[src/rtl/rrts_pkg.sv]
// Shared constants, codes and types of the round-robin thread scheduler.
package rrts_pkg;

    localparam int MAX_THREADS_DEF = 16;

    localparam int SLOT_W = 4;
    localparam int MODE_W = 3;
    localparam int DUR_W  = 32;
    localparam int RATE_W = 17;
    localparam int TICK_W = 64;
    localparam int PROD_W = RATE_W + DUR_W;
    localparam int MS_PER_S = 1000;

    localparam int CFG_ADDR_W = 1;
    localparam int CFG_DATA_W = RATE_W;

    // Event codes
    localparam logic [MODE_W-1:0] MODE_SCHED    = 3'd0;
    localparam logic [MODE_W-1:0] MODE_ADD      = 3'd1;
    localparam logic [MODE_W-1:0] MODE_SLEEP_MS = 3'd2;
    localparam logic [MODE_W-1:0] MODE_SLEEP_S  = 3'd3;
    localparam logic [MODE_W-1:0] MODE_KILL     = 3'd4;
    localparam logic [MODE_W-1:0] MODE_EXIT     = 3'd5;
    localparam logic [MODE_W-1:0] MODE_TICK     = 3'd6;

    // Slot status codes
    localparam logic [1:0] ST_FREE    = 2'd0;
    localparam logic [1:0] ST_READY   = 2'd1;
    localparam logic [1:0] ST_RUNNING = 2'd2;
    localparam logic [1:0] ST_BLOCKED = 2'd3;

    // Register indexes
    localparam logic [CFG_ADDR_W-1:0] REG_TICK_RATE   = 1'b0;
    localparam logic [CFG_ADDR_W-1:0] REG_KERNEL_SLOT = 1'b1;

    localparam logic [RATE_W-1:0] TICK_RATE_RST   = 17'd1000;
    localparam logic [SLOT_W-1:0] KERNEL_SLOT_RST = 4'd0;

    typedef struct packed {
        logic start;
        logic ms;
    } conv_req_t;

    typedef struct packed {
        logic              rejected;
        logic              reclaimed;
        logic              fell_back;
        logic              switched;
        logic [SLOT_W-1:0] previous_slot;
        logic [SLOT_W-1:0] running_slot;
    } result_t;

endpackage

[src/rtl/rrts_conv.sv]
// Sleep duration to tick conversion: one multiply, then for ms a divide by 1000 via reciprocal.
module rrts_conv (
    input  logic                          aclk,
    input  logic                          aresetn,
    input  rrts_pkg::conv_req_t           req,
    input  logic [rrts_pkg::DUR_W-1:0]    dur,
    input  logic [rrts_pkg::RATE_W-1:0]   rate,
    output logic                          done,
    output logic [rrts_pkg::TICK_W-1:0]   delta
);

    localparam int PW = rrts_pkg::PROD_W;
    // x / 1000 = (x >> 3) / 125; (x >> 3) has 46 bits
    localparam int YW = PW - 3;
    localparam int MW = 47;
    localparam int AW = YW + MW;
    localparam int QS = 53;
    // ceil(2^53 / 125), exact for dividends below 2^50
    localparam logic [MW-1:0] RECIP = 47'd72057594037928;

    typedef enum logic [3:0] {
        CV_IDLE = 4'b0001,
        CV_DONE = 4'b0010,
        CV_DIV  = 4'b0100,
        CV_LOAD = 4'b1000
    } cv_state_t;

    cv_state_t       state_reg, state_next;
    logic [PW-1:0]   q_reg, q_next;
    logic [AW-1:0]   acc_reg, acc_next;
    logic [1:0]      cnt_reg, cnt_next;
    logic [YW-1:0]   y;
    logic [22:0]     op_a;
    logic [23:0]     op_b;
    logic [46:0]     pp;
    logic [AW-1:0]   pp_sh;

    assign y = q_reg[PW-1:3];

    // one 23 x 24 partial product per cycle, shifted into place
    always_comb begin
        unique case (cnt_reg)
            2'd0: begin
                op_a = y[22:0];
                op_b = RECIP[23:0];
            end
            2'd1: begin
                op_a = y[45:23];
                op_b = RECIP[23:0];
            end
            2'd2: begin
                op_a = y[22:0];
                op_b = {1'b0, RECIP[46:24]};
            end
            2'd3: begin
                op_a = y[45:23];
                op_b = {1'b0, RECIP[46:24]};
            end
        endcase
        pp = 47'(op_a) * 47'(op_b);
        unique case (cnt_reg)
            2'd0: pp_sh = AW'(pp);
            2'd1: pp_sh = AW'(pp) << 23;
            2'd2: pp_sh = AW'(pp) << 24;
            2'd3: pp_sh = AW'(pp) << 47;
        endcase
    end

    always_comb begin
        state_next = state_reg;
        q_next     = q_reg;
        acc_next   = acc_reg;
        cnt_next   = cnt_reg;
        done       = 1'b0;
        unique case (state_reg)
            CV_IDLE: begin
                if (req.start) begin
                    q_next     = PW'(dur) * PW'(rate);
                    acc_next   = '0;
                    cnt_next   = '0;
                    state_next = req.ms ? CV_DIV : CV_DONE;
                end
            end
            CV_DIV: begin
                acc_next = acc_reg + pp_sh;
                cnt_next = cnt_reg + 2'd1;
                if (cnt_reg == 2'd3) begin
                    state_next = CV_LOAD;
                end
            end
            CV_LOAD: begin
                q_next     = PW'(acc_reg[AW-1:QS]);
                state_next = CV_DONE;
            end
            CV_DONE: begin
                done       = 1'b1;
                state_next = CV_IDLE;
            end
            default: state_next = CV_IDLE;
        endcase
    end

    assign delta = rrts_pkg::TICK_W'(q_reg);

    always_ff @(posedge aclk) begin
        if (!aresetn) begin
            state_reg <= CV_IDLE;
        end else begin
            state_reg <= state_next;
        end
    end

    always_ff @(posedge aclk) begin
        q_reg   <= q_next;
        acc_reg <= acc_next;
        cnt_reg <= cnt_next;
    end

endmodule

[src/rtl/rrts_ctrl.sv]
// Event sequencer: status, ready, sleep and wake memories with read-modify-write passes.
module rrts_ctrl #(
    parameter int MAX_THREADS = rrts_pkg::MAX_THREADS_DEF
) (
    input  logic                          aclk,
    input  logic                          aresetn,
    input  logic                          start,
    input  logic [rrts_pkg::MODE_W-1:0]   mode,
    input  logic [rrts_pkg::SLOT_W-1:0]   slot,
    input  logic [rrts_pkg::DUR_W-1:0]    dur,
    input  logic [rrts_pkg::RATE_W-1:0]   tick_rate,
    input  logic [rrts_pkg::SLOT_W-1:0]   kernel_slot,
    output logic                          idle,
    output logic                          res_valid,
    output rrts_pkg::result_t             res,
    input  logic                          res_ready
);

    localparam int IDX_W = (MAX_THREADS > 1) ? $clog2(MAX_THREADS) : 1;
    localparam int CNT_W = $clog2(MAX_THREADS + 1);
    localparam int TW    = rrts_pkg::TICK_W;

    typedef enum logic [12:0] {
        S_IDLE  = 13'b0000000000001,
        S_ADD   = 13'b0000000000010,
        S_KILL  = 13'b0000000000100,
        S_CONV  = 13'b0000000001000,
        S_RMS   = 13'b0000000010000,
        S_RMR   = 13'b0000000100000,
        S_PUSHS = 13'b0000001000000,
        S_SCH0  = 13'b0000010000000,
        S_SCH1  = 13'b0000100000000,
        S_WAKE  = 13'b0001000000000,
        S_PICK  = 13'b0010000000000,
        S_FIN   = 13'b0100000000000,
        S_DONE  = 13'b1000000000000
    } state_t;

    // what follows the removal passes
    localparam logic [1:0] OP_END   = 2'd0;
    localparam logic [1:0] OP_KILL  = 2'd1;
    localparam logic [1:0] OP_SLEEP = 2'd2;

    state_t              state_reg, state_next;
    logic [IDX_W-1:0]    run_reg, run_next;
    logic [IDX_W-1:0]    prev_reg, prev_next;
    logic [IDX_W-1:0]    next_reg, next_next;
    logic [IDX_W-1:0]    tgt_reg, tgt_next;
    logic [IDX_W-1:0]    s2_reg, s2_next;
    logic [CNT_W-1:0]    rcnt_reg, rcnt_next;
    logic [CNT_W-1:0]    scnt_reg, scnt_next;
    logic [CNT_W-1:0]    rd_reg, rd_next;
    logic [CNT_W-1:0]    wr_reg, wr_next;
    logic [TW-1:0]       tick_reg, tick_next;
    logic                pv_reg, pv_next;
    logic                pv2_reg, pv2_next;
    logic                found_reg, found_next;
    logic                dying_reg, dying_next;
    logic                fallback_reg, fallback_next;
    logic [1:0]          op_reg, op_next;
    logic [1:0]          stval_reg, stval_next;
    rrts_pkg::result_t   res_reg, res_next;

    // memories and their ports
    logic [IDX_W-1:0]    ready_mem [MAX_THREADS];
    logic [IDX_W-1:0]    sleep_mem [MAX_THREADS];
    logic [TW-1:0]       wake_mem  [MAX_THREADS];
    logic [1:0]          stat_mem  [MAX_THREADS];
    logic [MAX_THREADS-1:0] vld_reg;

    logic                rwe, swe, wwe, stwe;
    logic [IDX_W-1:0]    rwa, swa, wwa, stwa, rra, sra, wra, stra;
    logic [IDX_W-1:0]    rwd, swd;
    logic [TW-1:0]       wwd;
    logic [1:0]          stwd;
    logic [IDX_W-1:0]    rrd_reg, srd_reg;
    logic [TW-1:0]       wrd_reg;
    logic [1:0]          strd_reg;
    logic                stv_reg, st0_reg;
    logic [1:0]          stat_rd;

    // list filter engine
    logic                f_active, f_sleep, f_head, f_issue, f_drop, f_keep, f_done;
    logic [CNT_W-1:0]    f_cnt;
    logic [IDX_W-1:0]    f_data;
    logic                w_issue, w_done, slot_ok, kern_ok, ready_room, sleep_room;
    logic [IDX_W-1:0]    kern;

    rrts_pkg::conv_req_t conv_req;
    logic                conv_done;
    logic [TW-1:0]       conv_delta;

    rrts_conv u_conv (
        .aclk    (aclk),
        .aresetn (aresetn),
        .req     (conv_req),
        .dur     (dur),
        .rate    (tick_rate),
        .done    (conv_done),
        .delta   (conv_delta)
    );

    // status entries never written read as their reset value
    assign stat_rd = stv_reg ? strd_reg : (st0_reg ? rrts_pkg::ST_RUNNING : rrts_pkg::ST_FREE);

    assign slot_ok    = 32'(slot) < 32'(MAX_THREADS);
    assign kern_ok    = 32'(kernel_slot) < 32'(MAX_THREADS);
    assign kern       = kern_ok ? IDX_W'(kernel_slot) : '0;
    assign ready_room = rcnt_reg < CNT_W'(MAX_THREADS);
    assign sleep_room = scnt_reg < CNT_W'(MAX_THREADS);

    assign f_active = (state_reg == S_RMS) || (state_reg == S_RMR) || (state_reg == S_PICK);
    assign f_sleep  = (state_reg == S_RMS) || ((state_reg == S_PICK) && fallback_reg);
    assign f_head   = (state_reg == S_PICK) && !fallback_reg;
    assign f_cnt    = f_sleep ? scnt_reg : rcnt_reg;
    assign f_data   = f_sleep ? srd_reg : rrd_reg;
    assign f_issue  = rd_reg < f_cnt;
    assign f_drop   = pv_reg && !found_reg && (f_head || (f_data == tgt_reg));
    assign f_keep   = pv_reg && !f_drop;
    assign f_done   = !f_issue && !pv_reg;

    assign w_issue  = rd_reg < scnt_reg;
    assign w_done   = !w_issue && !pv_reg && !pv2_reg;

    assign idle      = (state_reg == S_IDLE);
    assign res_valid = (state_reg == S_DONE);
    assign res       = res_reg;

    always_comb begin
        state_next    = state_reg;
        run_next      = run_reg;
        prev_next     = prev_reg;
        next_next     = next_reg;
        tgt_next      = tgt_reg;
        s2_next       = s2_reg;
        rcnt_next     = rcnt_reg;
        scnt_next     = scnt_reg;
        rd_next       = rd_reg;
        wr_next       = wr_reg;
        tick_next     = tick_reg;
        pv_next       = pv_reg;
        pv2_next      = pv2_reg;
        found_next    = found_reg;
        dying_next    = dying_reg;
        fallback_next = fallback_reg;
        op_next       = op_reg;
        stval_next    = stval_reg;
        res_next      = res_reg;
        conv_req      = '0;
        rwe  = 1'b0; swe = 1'b0; wwe = 1'b0; stwe = 1'b0;
        rwa  = wr_reg[IDX_W-1:0];
        swa  = wr_reg[IDX_W-1:0];
        wwa  = run_reg;
        stwa = tgt_reg;
        rwd  = f_data;
        swd  = f_data;
        wwd  = tick_reg + conv_delta;
        stwd = stval_reg;
        rra  = rd_reg[IDX_W-1:0];
        sra  = rd_reg[IDX_W-1:0];
        wra  = srd_reg;
        stra = run_reg;

        // one entry per cycle: drop the match (or the head), pack the rest down
        if (f_active) begin
            if (f_issue) begin
                rd_next = rd_reg + CNT_W'(1);
            end
            pv_next = f_issue;
            if (f_drop) begin
                found_next = 1'b1;
            end
            if (f_keep) begin
                rwe     = !f_sleep;
                swe     = f_sleep;
                wr_next = wr_reg + CNT_W'(1);
            end
        end

        unique case (state_reg)
            S_IDLE: begin
                stra = IDX_W'(slot);
                if (start) begin
                    tgt_next   = IDX_W'(slot);
                    prev_next  = run_reg;
                    dying_next = 1'b0;
                    rd_next    = '0;
                    wr_next    = '0;
                    pv_next    = 1'b0;
                    pv2_next   = 1'b0;
                    found_next = 1'b0;
                    res_next   = '0;
                    res_next.running_slot  = rrts_pkg::SLOT_W'(run_reg);
                    res_next.previous_slot = rrts_pkg::SLOT_W'(run_reg);
                    if (mode == rrts_pkg::MODE_SCHED) begin
                        state_next = S_SCH0;
                    end else if (mode == rrts_pkg::MODE_ADD) begin
                        res_next.rejected = !slot_ok;
                        state_next = slot_ok ? S_ADD : S_DONE;
                    end else if (mode == rrts_pkg::MODE_SLEEP_MS ||
                                 mode == rrts_pkg::MODE_SLEEP_S) begin
                        if (dur != '0) begin
                            conv_req.start = 1'b1;
                            conv_req.ms    = (mode == rrts_pkg::MODE_SLEEP_MS);
                            state_next     = S_CONV;
                        end else begin
                            state_next = S_DONE;
                        end
                    end else if (mode == rrts_pkg::MODE_KILL) begin
                        res_next.rejected = !slot_ok;
                        state_next = slot_ok ? S_KILL : S_DONE;
                    end else if (mode == rrts_pkg::MODE_EXIT) begin
                        tgt_next   = run_reg;
                        dying_next = 1'b1;
                        stval_next = rrts_pkg::ST_FREE;
                        op_next    = OP_END;
                        state_next = S_RMS;
                    end else if (mode == rrts_pkg::MODE_TICK) begin
                        tick_next  = tick_reg + TW'(1);
                        state_next = S_DONE;
                    end else begin
                        state_next = S_DONE;
                    end
                end
            end
            S_ADD: begin
                if (stat_rd != rrts_pkg::ST_FREE) begin
                    res_next.rejected = 1'b1;
                end else begin
                    stwe = 1'b1;
                    stwd = rrts_pkg::ST_READY;
                    if (ready_room) begin
                        rwe       = 1'b1;
                        rwa       = rcnt_reg[IDX_W-1:0];
                        rwd       = tgt_reg;
                        rcnt_next = rcnt_reg + CNT_W'(1);
                    end
                end
                state_next = S_DONE;
            end
            S_KILL: begin
                stval_next = rrts_pkg::ST_FREE;
                if (stat_rd == rrts_pkg::ST_FREE) begin
                    res_next.rejected = 1'b1;
                    state_next = S_DONE;
                end else if (tgt_reg == run_reg) begin
                    dying_next = 1'b1;
                    op_next    = OP_END;
                    state_next = S_RMS;
                end else begin
                    op_next    = OP_KILL;
                    state_next = S_RMS;
                end
            end
            S_CONV: begin
                if (conv_done) begin
                    wwe        = 1'b1;
                    tgt_next   = run_reg;
                    stval_next = rrts_pkg::ST_BLOCKED;
                    op_next    = OP_SLEEP;
                    state_next = S_RMS;
                end
            end
            S_RMS: begin
                if (f_done) begin
                    scnt_next  = wr_reg;
                    rd_next    = '0;
                    wr_next    = '0;
                    found_next = 1'b0;
                    state_next = S_RMR;
                end
            end
            S_RMR: begin
                if (f_done) begin
                    rcnt_next  = wr_reg;
                    rd_next    = '0;
                    wr_next    = '0;
                    found_next = 1'b0;
                    stwe       = 1'b1;
                    priority if (op_reg == OP_KILL) begin
                        state_next = S_DONE;
                    end else if (op_reg == OP_SLEEP) begin
                        state_next = S_PUSHS;
                    end else begin
                        state_next = S_SCH0;
                    end
                end
            end
            S_PUSHS: begin
                if (sleep_room) begin
                    swe       = 1'b1;
                    swa       = scnt_reg[IDX_W-1:0];
                    swd       = run_reg;
                    scnt_next = scnt_reg + CNT_W'(1);
                end
                state_next = S_SCH0;
            end
            S_SCH0: begin
                state_next = S_SCH1;
            end
            S_SCH1: begin
                // a still running thread goes to the back of the ready list
                if (stat_rd == rrts_pkg::ST_RUNNING) begin
                    stwe = 1'b1;
                    stwa = run_reg;
                    stwd = rrts_pkg::ST_READY;
                    if (ready_room) begin
                        rwe       = 1'b1;
                        rwa       = rcnt_reg[IDX_W-1:0];
                        rwd       = run_reg;
                        rcnt_next = rcnt_reg + CNT_W'(1);
                    end
                end
                rd_next    = '0;
                wr_next    = '0;
                pv_next    = 1'b0;
                pv2_next   = 1'b0;
                state_next = S_WAKE;
            end
            S_WAKE: begin
                // read sleep entry, then its wake tick, then move or keep it
                if (w_issue) begin
                    rd_next = rd_reg + CNT_W'(1);
                end
                pv_next  = w_issue;
                pv2_next = pv_reg;
                s2_next  = srd_reg;
                if (pv2_reg) begin
                    if (tick_reg >= wrd_reg) begin
                        stwe = 1'b1;
                        stwa = s2_reg;
                        stwd = rrts_pkg::ST_READY;
                        if (ready_room) begin
                            rwe       = 1'b1;
                            rwa       = rcnt_reg[IDX_W-1:0];
                            rwd       = s2_reg;
                            rcnt_next = rcnt_reg + CNT_W'(1);
                        end
                    end else begin
                        swe     = 1'b1;
                        swd     = s2_reg;
                        wr_next = wr_reg + CNT_W'(1);
                    end
                end
                if (w_done) begin
                    scnt_next     = wr_reg;
                    fallback_next = (rcnt_reg == '0);
                    tgt_next      = kern;
                    rd_next       = '0;
                    wr_next       = '0;
                    found_next    = 1'b0;
                    state_next    = S_PICK;
                end
            end
            S_PICK: begin
                if (f_head && f_drop) begin
                    next_next = f_data;
                end
                if (f_done) begin
                    if (fallback_reg) begin
                        scnt_next = wr_reg;
                        next_next = tgt_reg;
                    end else begin
                        rcnt_next = wr_reg;
                    end
                    res_next.fell_back = fallback_reg;
                    state_next = S_FIN;
                end
            end
            S_FIN: begin
                run_next = next_reg;
                stwe     = 1'b1;
                stwa     = next_reg;
                stwd     = rrts_pkg::ST_RUNNING;
                res_next.running_slot = rrts_pkg::SLOT_W'(next_reg);
                res_next.switched     = (prev_reg != next_reg);
                res_next.reclaimed    = dying_reg && (prev_reg != next_reg);
                state_next = S_DONE;
            end
            S_DONE: begin
                if (res_ready) begin
                    state_next = S_IDLE;
                end
            end
            default: state_next = S_IDLE;
        endcase
    end

    // control state
    always_ff @(posedge aclk) begin
        if (!aresetn) begin
            state_reg <= S_IDLE;
            run_reg   <= '0;
            rcnt_reg  <= '0;
            scnt_reg  <= '0;
            tick_reg  <= '0;
            pv_reg    <= 1'b0;
            pv2_reg   <= 1'b0;
            vld_reg   <= '0;
        end else begin
            state_reg <= state_next;
            run_reg   <= run_next;
            rcnt_reg  <= rcnt_next;
            scnt_reg  <= scnt_next;
            tick_reg  <= tick_next;
            pv_reg    <= pv_next;
            pv2_reg   <= pv2_next;
            if (stwe) begin
                vld_reg[stwa] <= 1'b1;
            end
        end
    end

    // working registers
    always_ff @(posedge aclk) begin
        prev_reg     <= prev_next;
        next_reg     <= next_next;
        tgt_reg      <= tgt_next;
        s2_reg       <= s2_next;
        rd_reg       <= rd_next;
        wr_reg       <= wr_next;
        found_reg    <= found_next;
        dying_reg    <= dying_next;
        fallback_reg <= fallback_next;
        op_reg       <= op_next;
        stval_reg    <= stval_next;
        res_reg      <= res_next;
    end

    // memories, one write and one registered read each
    always_ff @(posedge aclk) begin
        if (rwe) begin
            ready_mem[rwa] <= rwd;
        end
        rrd_reg <= ready_mem[rra];
        if (swe) begin
            sleep_mem[swa] <= swd;
        end
        srd_reg <= sleep_mem[sra];
        if (wwe) begin
            wake_mem[wwa] <= wwd;
        end
        wrd_reg <= wake_mem[wra];
        if (stwe) begin
            stat_mem[stwa] <= stwd;
        end
        strd_reg <= stat_mem[stra];
        stv_reg  <= vld_reg[stra];
        st0_reg  <= (stra == '0);
    end

endmodule

[src/rtl/round_robin_thread_scheduler_core.sv]
// Top level of the round-robin thread scheduler: stream ports, config registers, result register.
//
// One request is one scheduler event and gives exactly one result. Requests are taken one at a
// time; the result sits in an output register so the next request can be taken while it waits.
// Tick, undefined events, zero-length sleeps and out-of-range slots go straight to the result;
// add, and kill of a free slot, first read the slot status. A list pass reads each entry once;
// kill of a waiting thread makes two passes (sleep list, then ready list). A schedule requeues a
// still running thread, makes the wake check over the sleep list (one entry per cycle through
// the sleep, wake and ready memories) and then the head removal pass over the ready list (with an
// empty ready list, removal of the kernel slot from the sleep list). Sleep, exit and kill of the
// running thread make the two removal passes first; a sleep also converts its duration to ticks
// before them (for milliseconds with a reciprocal multiply for the divide by 1000). Config writes
// are taken any time and must only be issued while the block is idle.
module round_robin_thread_scheduler_core #(
    parameter int MAX_THREADS = rrts_pkg::MAX_THREADS_DEF
) (
    input  logic                              aclk,
    input  logic                              aresetn,
    // request channel
    input  logic                              s_tvalid,
    output logic                              s_tready,
    input  logic [39:0]                       s_tdata,   // thread_slot[3:0], duration[35:4]
    input  logic [2:0]                        s_tuser,   // mode[2:0]
    // result channel
    output logic                              m_tvalid,
    input  logic                              m_tready,
    output logic [15:0]                       m_tdata,   // running_slot[3:0], previous_slot[7:4],
                                                         // switched[8], fell_back[9],
                                                         // reclaimed[10], rejected[11]
    // configuration writes
    input  logic                              cfg_wr_en,
    input  logic [rrts_pkg::CFG_ADDR_W-1:0]   cfg_addr,
    input  logic [rrts_pkg::CFG_DATA_W-1:0]   cfg_wr_data
);

    logic [rrts_pkg::RATE_W-1:0] rate_reg;
    logic [rrts_pkg::SLOT_W-1:0] kslot_reg;
    logic                        out_valid_reg;
    rrts_pkg::result_t           out_data_reg;
    rrts_pkg::result_t           res;
    logic                        res_valid, res_ready, idle;

    // configuration registers
    always_ff @(posedge aclk) begin
        if (!aresetn) begin
            rate_reg  <= rrts_pkg::TICK_RATE_RST;
            kslot_reg <= rrts_pkg::KERNEL_SLOT_RST;
        end else if (cfg_wr_en) begin
            unique case (cfg_addr)
                rrts_pkg::REG_TICK_RATE:   rate_reg  <= cfg_wr_data;
                rrts_pkg::REG_KERNEL_SLOT: kslot_reg <= cfg_wr_data[rrts_pkg::SLOT_W-1:0];
                default: ;
            endcase
        end
    end

    rrts_ctrl #(
        .MAX_THREADS (MAX_THREADS)
    ) u_ctrl (
        .aclk        (aclk),
        .aresetn     (aresetn),
        .start       (s_tvalid && s_tready),
        .mode        (s_tuser),
        .slot        (s_tdata[3:0]),
        .dur         (s_tdata[35:4]),
        .tick_rate   (rate_reg),
        .kernel_slot (kslot_reg),
        .idle        (idle),
        .res_valid   (res_valid),
        .res         (res),
        .res_ready   (res_ready)
    );

    assign s_tready  = idle;
    assign res_ready = !out_valid_reg || m_tready;

    // result register
    always_ff @(posedge aclk) begin
        if (!aresetn) begin
            out_valid_reg <= 1'b0;
        end else if (res_ready) begin
            out_valid_reg <= res_valid;
        end
    end

    always_ff @(posedge aclk) begin
        if (res_ready && res_valid) begin
            out_data_reg <= res;
        end
    end

    assign m_tvalid = out_valid_reg;
    assign m_tdata  = {4'b0000, out_data_reg};

`ifndef ASSERT_OFF
    a_busy_after_accept: assert property (@(posedge aclk) disable iff (!aresetn)
        (s_tvalid && s_tready) |=> !s_tready)
        else $error("request taken while an event was in progress");

    a_reject_no_switch: assert property (@(posedge aclk) disable iff (!aresetn)
        (m_tvalid && m_tdata[11]) |-> (!m_tdata[8] && !m_tdata[10]))
        else $error("rejected request changed the running thread");

    a_reclaim_switch: assert property (@(posedge aclk) disable iff (!aresetn)
        (m_tvalid && m_tdata[10]) |-> m_tdata[8])
        else $error("reclaim without a thread switch");
`endif

endmodule

[config.mk]
export PLATFORM = sky130hd
export DESIGN_NAME = round_robin_thread_scheduler_core
export DESIGN_NICKNAME = d
export VERILOG_FILES = /design/src/rtl/rrts_pkg.sv /design/src/rtl/rrts_conv.sv /design/src/rtl/rrts_ctrl.sv /design/src/rtl/round_robin_thread_scheduler_core.sv
export SDC_FILE = /design/constraint.sdc
export NUM_CORES = 2
export LEC_CHECK = 0
export BUFFER_PORTS_ARGS = -buffer_cell sky130_fd_sc_hd__buf_2
export CAP_MARGIN = 10
export CORE_MARGIN = 1
export CORE_UTILIZATION = 45
export DETAILED_ROUTE_END_ITERATION = 8
export GPL_ROUTABILITY_DRIVEN = 1
export GPL_TIMING_DRIVEN = 1
export PLACE_DENSITY_LB_ADDON = 0.25
export RECOVER_POWER = 25
export SYNTH_ARGS = -nofsm -noshare
export SYNTH_HDL_FRONTEND = slang
export SYNTH_SLANG_ARGS = --single-unit
[constraint.sdc]
create_clock -name aclk -period 28.9 [get_ports aclk]
set_input_delay 1.445 -clock aclk [delete_from_list [all_inputs] [get_ports aclk]]
set_output_delay 1.445 -clock aclk [all_outputs]
set_load 0.01 [all_outputs]
# After elaboration in Yosys (flattened, before gate mapping)
# Memories as Yosys holds them, arrays and structs flattened. A register that Yosys moved wholly into a read port is not among the register bits.
# Cells that the tools add are included.
totals:
  regBits: 334
  memories: 4
  elab_cells: 383
  inputBits: 66
  mem_bits_rw: 1184
  out_inout_bits: 18
op_classes:
  bitwise_logic: 7
  eq_ne: 57
  n_lt_le_gt_ge: 8
  n_mul: 2
  n_reduce_logical: 71
  add_sub_neg: 8
  mux: 187
memory_table:
  columns: ["name", "depth", "width", "read_ports", "rd_ports_with_merged_regs", "wr", "line_no", "source"]
  rows:
  - ["u_ctrl.wake_mem", 16, 64, 1, 1, 1, "rrts_ctrl.sv:67", "logic [TW-1:0] wake_mem [MAX_THREADS];"]
  - ["u_ctrl.ready_mem", 16, 4, 1, 1, 1, "rrts_ctrl.sv:65", "logic [IDX_W-1:0] ready_mem [MAX_THREADS];"]
  - ["u_ctrl.sleep_mem", 16, 4, 1, 1, 1, "rrts_ctrl.sv:66", "logic [IDX_W-1:0] sleep_mem [MAX_THREADS];"]
  - ["u_ctrl.stat_mem", 16, 2, 1, 1, 1, "rrts_ctrl.sv:68", "logic [1:0] stat_mem [MAX_THREADS];"]
ops:
  columns: ["op", "count"]
  rows:
  - ["$pmux W93 S4", 1]
  - ["$mux W13", 15]
  - ["$pmux W93 S2", 1]
  - ["$pmux W13 S12", 1]
  - ["$mux W4", 35]
  - ["$mux W5", 26]
  - ["$pmux W49 S2", 1]
  - ["$add A93 B93 Y93", 1]
  - ["$mux W93", 1]
  - ["$add A64 B1 Y64 const B", 1]
  - ["$add A64 B49 Y64", 1]
  - ["$ge A64 B64 Y1", 1]
  - ["$pmux W4 S3", 5]
  - ["$pmux W5 S4", 3]
  - ["$mux W1", 50]
  - ["$mul A32 B17 Y49", 1]
  - ["$mux W49", 1]
  - ["$pmux W24 S2", 1]
  - ["$mul A23 B24 Y47", 1]
  - ["$pmux W23 S2", 1]
  - ["$mux W2", 22]
  - ["$ne A2 B1 Y1 const B", 17]
  - ["$reduce_bool A32 Y1", 1]
  - ["$pmux W5 S5", 1]
  - ["other kinds (64)", 151]

# Logic depth before layout (Yosys ltp)
logic_depth:
  ltp_word: 17
  mapped_depth: 50

# By module
# From an unflattened synthesis, not the netlist that was laid out.
hier_totals:
  cells_unflattened: 8546
  area_unflattened_um2: 103239.0
by_module_without_submodules:
  columns: ["module", "n_inst", "cells_per_inst", "area_per_inst_um2"]
  rows:
  - ["rrts_ctrl", 1, 3571, 59881.2]
  - ["rrts_conv", 1, 4861, 42051.6]
  - ["round_robin_thread_scheduler_core", 1, 114, 1306.3]

# Worst setup path before layout
# No wires, ideal clock.
synth_timing:
  path_type: "reg2reg"
  startpoint: "reg u_ctrl.u_conv.cnt_reg[0]"
  endpoint: "reg u_ctrl.u_conv.acc_reg[89] (data pin)"
  period_less_slack_ns: 11.407
  setup_slack_ns: 17.493
  path_stages_with_launch: 45
  required_time_ns: 28.634
  arrival_ns: 11.141
  path_cell_list: "edfxtp_1 > ha_1 > clkbuf_1 > nor2_1 > buf_1 > mux2i_1 > inv_1 > nand2_1 > inv_1 > ha_1 > fa_1 > inv_1 > fa_1 > inv_1 > fa_1 > fa_1 > fa_1 > inv_1 > [9 not listed] > a41oi_1 > o21a_1 > mux2_2 > a2111oi_0 > o221ai_1 > ha_1 > clkbuf_1 > nand4_1 > or2_2 > o22ai_1 > nor2_1 > o21ai_0 > a21boi_0 > o21ai_0 > o21ba_2 > o41ai_1 > xnor2_1 > nor2_1"
synth_between:
  elab_chain_len: 7
  elab_cells_between_ends: 14
  cone_classes: "add/sub (1); mul (1); eq/ne (3); mux (4); reduce/logical (5)"
synth_lines:
  columns: ["element", "line_no", "source"]
  rows:
  - ["from (decl)", "rrts_conv.sv:31", "logic [1:0] cnt_reg, cnt_next;"]
  - ["from (signal assigned)", "rrts_conv.sv:116", "cnt_reg <= cnt_next;"]
  - ["$eq A2 B2 Y1, or another cell as far along", "rrts_conv.sv:42, rrts_conv.sv:61", null]
  - ["$reduce_or A2 Y1 (no source line)", null, null]
  - ["$pmux W23 S2 or $pmux W24 S2 (tied branches)", "rrts_conv.sv:42", "unique case (cnt_reg)"]
  - ["$mul A23 B24 Y47", "rrts_conv.sv:60", "pp = 47'(op_a) * 47'(op_b);"]
  - ["$pmux W93 S4 *", "rrts_conv.sv:61", "unique case (cnt_reg)"]
  - ["$add A93 B93 Y93 *", "rrts_conv.sv:85", "acc_next = acc_reg + pp_sh;"]
  - ["$pmux W93 S2 *", "rrts_conv.sv:75", "unique case (state_reg)"]
  - ["to (signal assigned)", "rrts_conv.sv:115", "acc_reg <= acc_next;"]
  - ["to (decl)", "rrts_conv.sv:30", "logic [AW-1:0] acc_reg, acc_next;"]
# Mark *: on every way between the ends. The rest lies on a longest branch, timed or not. The select of a mux whose other input is x is not followed.
# A chain may end at the register's enable or synchronous reset.

# Worst setup path after layout
layout_timing:
  startpoint: "reg u_ctrl.u_conv.cnt_reg[0]"
  endpoint: "reg u_ctrl.u_conv.acc_reg[90] (data pin)"
# The elaborated chain is that of the path after synthesis.

==> out/metrics.csv <==
stage,metric,value,unit
placement,Placer Congestion,0.935,
grt,initial antenna violation count,6,
timing,number of setup violations in the final report,0,
die,Die Span Y,478,um
logic_synthesis,warnings from Yosys,0,
routing,DRT iter0 DRCs,5765,
logic_synthesis,Yosys top cell area share,40.3,%
timing,RSZ-0062 raised after global routing,false,
hold_path,Min-Delay Path Class,reg2reg,
flow_run,max-cap violations,24,
critical_path,Worst setup EP type,flop,
routing,Total Wirelength,274,mm
timing,Slew HR,-151,%
timing,max frequency,72.6,MHz
logic_synthesis,Synth area leaders,"edfxtp_1 40%, fa_1 14%, mux4_2 8.0%",
clock_network,CTS Buf Count,167,
logic_synthesis,number of flops mapped to enable cells by yosys,1369,
run_status,failing checks,"design-rule violations, max-capacitance violations, max-slew violations",
die,num ports,84,
hold_path,hold path cells,0,
timing,post-route clock period utilization,47.6,%
finish,Final #Nets,9814,
critical_path,R2R cell count,41,
die,# rows,174,
clock_network,clk_lat worst skew,0.84,ns
finish,fillers,19800,
logic_synthesis,most common cell in the netlist,edfxtp_1,
die,Core Box Area,225000,um2
clock_network,clock buffer depth,3,
critical_path,R2R setup slack,15.14,ns
timing,min cycle time layout,13.76,ns
finish,number of flip-flops under the largest register name,1024,
placement,I/O Buffers,75,
timing,final hold violation count,0,
critical_path,CP arrival,14.29,ns
clock_network,Num Clock Sinks,1591,
critical_path,CP Max Fanout,27,
logic_synthesis,"area leader, netlist",edfxtp_1,
logic_synthesis,Post-Synthesis Cells,8433,
clock_network,CTS Hold Buffers Added,0,
timing,post-route setup TNS,0,ns
finish,area grow syn2layout,8.95,%
routing,routed via count,66100,
timing,Slew Limit Fails,849,
logic_synthesis,Syn Area/Cell,12.1,um2
routing,Via density,5.72,
critical_path,RR Endpoint,u_ctrl.u_conv.acc_reg[90]$_SDFFCE_PN0P_,
logic_synthesis,Yosys cell types,96,
clock_network,PostCTS Resize Cnt,0,
die,die area,228000,um2
critical_path,Worst path slowest cell,mux2i_1,
logic_synthesis,synth cell count leaders,"1369 x edfxtp_1, 1056 x inv_1, 856 x nand2_1",
grt,first-pass GRT wire length,421,mm
run_status,status,"complete, but fails checks",
critical_path,Critical Path Start Type,flop,
placement,Post-DP HPWL,192,mm
grt,grt total ovfl,0,
routing,DRT Pass-1 Iters,8,
grt,total track usage,24.2,%
logic_synthesis,ys async rst share,0,%
timing,worst slew pin tran,3.76,ns
clock_network,H-tree levels,4,
logic_synthesis,main flop type after synthesis,edfxtp_1,
critical_path,Crit path buffers/inverters,7,
critical_path,Worst EP required,29.42,ns
logic_synthesis,cell area after synthesis,102000,um2
hold_path,WHS Endpoint,m_tdata[8]$_DFFE_PP_,
critical_path,worst reg2reg path startpoint,u_ctrl.u_conv.cnt_reg[0]$_SDFFCE_PN0P_,
routing,Routed Antenna Nets,0,
clock_network,Post-CTS Setup Bufs,0,
routing,drc violations,16,
logic_synthesis,Seq cells post-synth,1591,
timing,Worst Clk Skew,0.0764,ns
clock_network,CTS tree,yes,
critical_path,CP peak stage delay,0.92,ns
clock_network,CTS Root Cell,clkbuf_16,
hold_path,worst hold start,u_ctrl.res[8]$_DFFE_PP_,
grt,largest net degree at the start of global routing,67,
logic_synthesis,post-synthesis sequential area ratio,44.7,%
critical_path,kind of critical path,reg2reg,
routing,average wire per standard cell,23.8,um
critical_path,"delay-heaviest family, CP",compound AO/OA/AOI/OAI gates,
grt,number of global-route vias before repair,67900,
die,initial core utilization,45.3,%
die,width of the die,478,um
finish,layout cell share with drive strength beyond 1,9.85,%
clock_network,Clock transition at path regs,0.06,ns
-- through the flow --
step           std cells  hold slack [ns]  util [%]  area, um2  worst slack (ns)
3_5_place_dp       11200            0.409      46.9     106000             15.28
2_1_floorplan       8447            0.400         -     102000             17.49
6_report           11600            0.424      49.4     111000             15.14
3_3_place_gp       11200            0.409      46.9     106000             15.51
4_1_cts            11500            0.422      49.4     111000             15.25
5_1_grt            11600            0.429      49.4     111000             14.29
-- layout by cell type (no fill, tap or decap), types with 43 or more instances in the layout --
cell type / synthesis / layout
nor3_1: 93 / 90
nand2_1: 856 / 853
xor2_1: 106 / 106
nand4_1: 79 / 79
o21a_1: 44 / 44
buf_2: 1 / 63
and2_1: 191 / 189
edfxtp_1: 1369 / 1369
mux2i_1: 45 / 43
clkbuf_1: 356 / 87
nor2b_1: 60 / 60
xnor2_1: 173 / 171
a21oi_1: 402 / 402
o21bai_1: 46 / 46
dfxtp_1: 222 / 213
buf_4: 5 / 83
o21ai_0: 257 / 257
mux4_2: 360 / 360
nand2b_1: 66 / 66
nand3_1: 109 / 109
nor2_1: 488 / 477
a21o_1: 160 / 160
a211oi_1: 43 / 43
clkbuf_16: 0 / 167
inv_1: 1056 / 1056
ha_1: 616 / 615
fa_1: 720 / 720
-- area by class of cell --
cell class,count,area [um2],area share [%]
Antenna cell,5,12.5,0.0113
Clock buffer,220,4550,4.10
Clock inverter,94,1030,0.925
Inverter,1057,3970,3.57
Multi-Input combinational cell,5396,51000,46.0
Sequential cell,1591,45600,41.0
Tap cell,2992,3740,3.37
Timing Repair Buffer,199,1150,1.03
-- worst reg2reg max path, delay by kind of cell, from the launching register on --
kind                       cells  cell delay, ns
DFF                            1            0.47
buffers and inverters          7            1.12
xor gates and xnor gates       1            0.66
muxes                          2            1.02
AOI/OAI and AO/OA             16            4.85
adders and majority gates     10            4.33
and+or+nand+nor                5            1.05
-- worst max-delay path by stage --
stage                                      startpoint                                       to  slack [ns]  depth (start not counted)
6_report       u_ctrl.u_conv.cnt_reg[0]$_SDFFCE_PN0P_  u_ctrl.u_conv.acc_reg[90]$_SDFFCE_PN0P_       15.14                         41
5_1_grt        u_ctrl.u_conv.cnt_reg[0]$_SDFFCE_PN0P_  u_ctrl.u_conv.acc_reg[90]$_SDFFCE_PN0P_       14.29                         42
4_1_cts        u_ctrl.u_conv.cnt_reg[0]$_SDFFCE_PN0P_  u_ctrl.u_conv.acc_reg[90]$_SDFFCE_PN0P_       15.25                         41
3_5_place_dp   u_ctrl.u_conv.cnt_reg[0]$_SDFFCE_PN0P_  u_ctrl.u_conv.acc_reg[90]$_SDFFCE_PN0P_       15.28                         41
3_3_place_gp   u_ctrl.u_conv.cnt_reg[0]$_SDFFCE_PN0P_  u_ctrl.u_conv.acc_reg[90]$_SDFFCE_PN0P_       15.51                         41
2_1_floorplan  u_ctrl.u_conv.cnt_reg[0]$_SDFFCE_PN0P_  u_ctrl.u_conv.acc_reg[89]$_SDFFCE_PN0P_       17.49                         44
-- cells by family (layout without fill, tap and decap cells) --
kind of cell / after synthesis / count (layout) / synth area share [%]
buf+inv: 1460 / 1570 / 5.42
xor+xnor: 279 / 279 / 2.40
fa+ha+maj: 1336 / 1336 / 21.7
simple gates: 2132 / 2132 / 9.70
flops: 1591 / 1591 / 44.7
other cells: 2 / 21 / 0.00737
mux: 418 / 418 / 8.54
compound gates: 1215 / 1215 / 7.54
-- per-layer routing --
| metal | GRT usage [%] | vias to the layer above | share of wire, % |
|---|---|---|---|
| li1 | - | 29500 | - |
| met1 | 33.2 | 34000 | 43 |
| met2 | 40.2 | 2088 | 48 |
| met3 | 2.89 | 444 | 5.5 |
| met4 | 7.50 | 2 | 3.2 |
| met5 | 0 | - | 0.0044 |
Power is not shown: default switching activity piles up to over one toggle a cycle in this logic, so the estimate is an artifact.
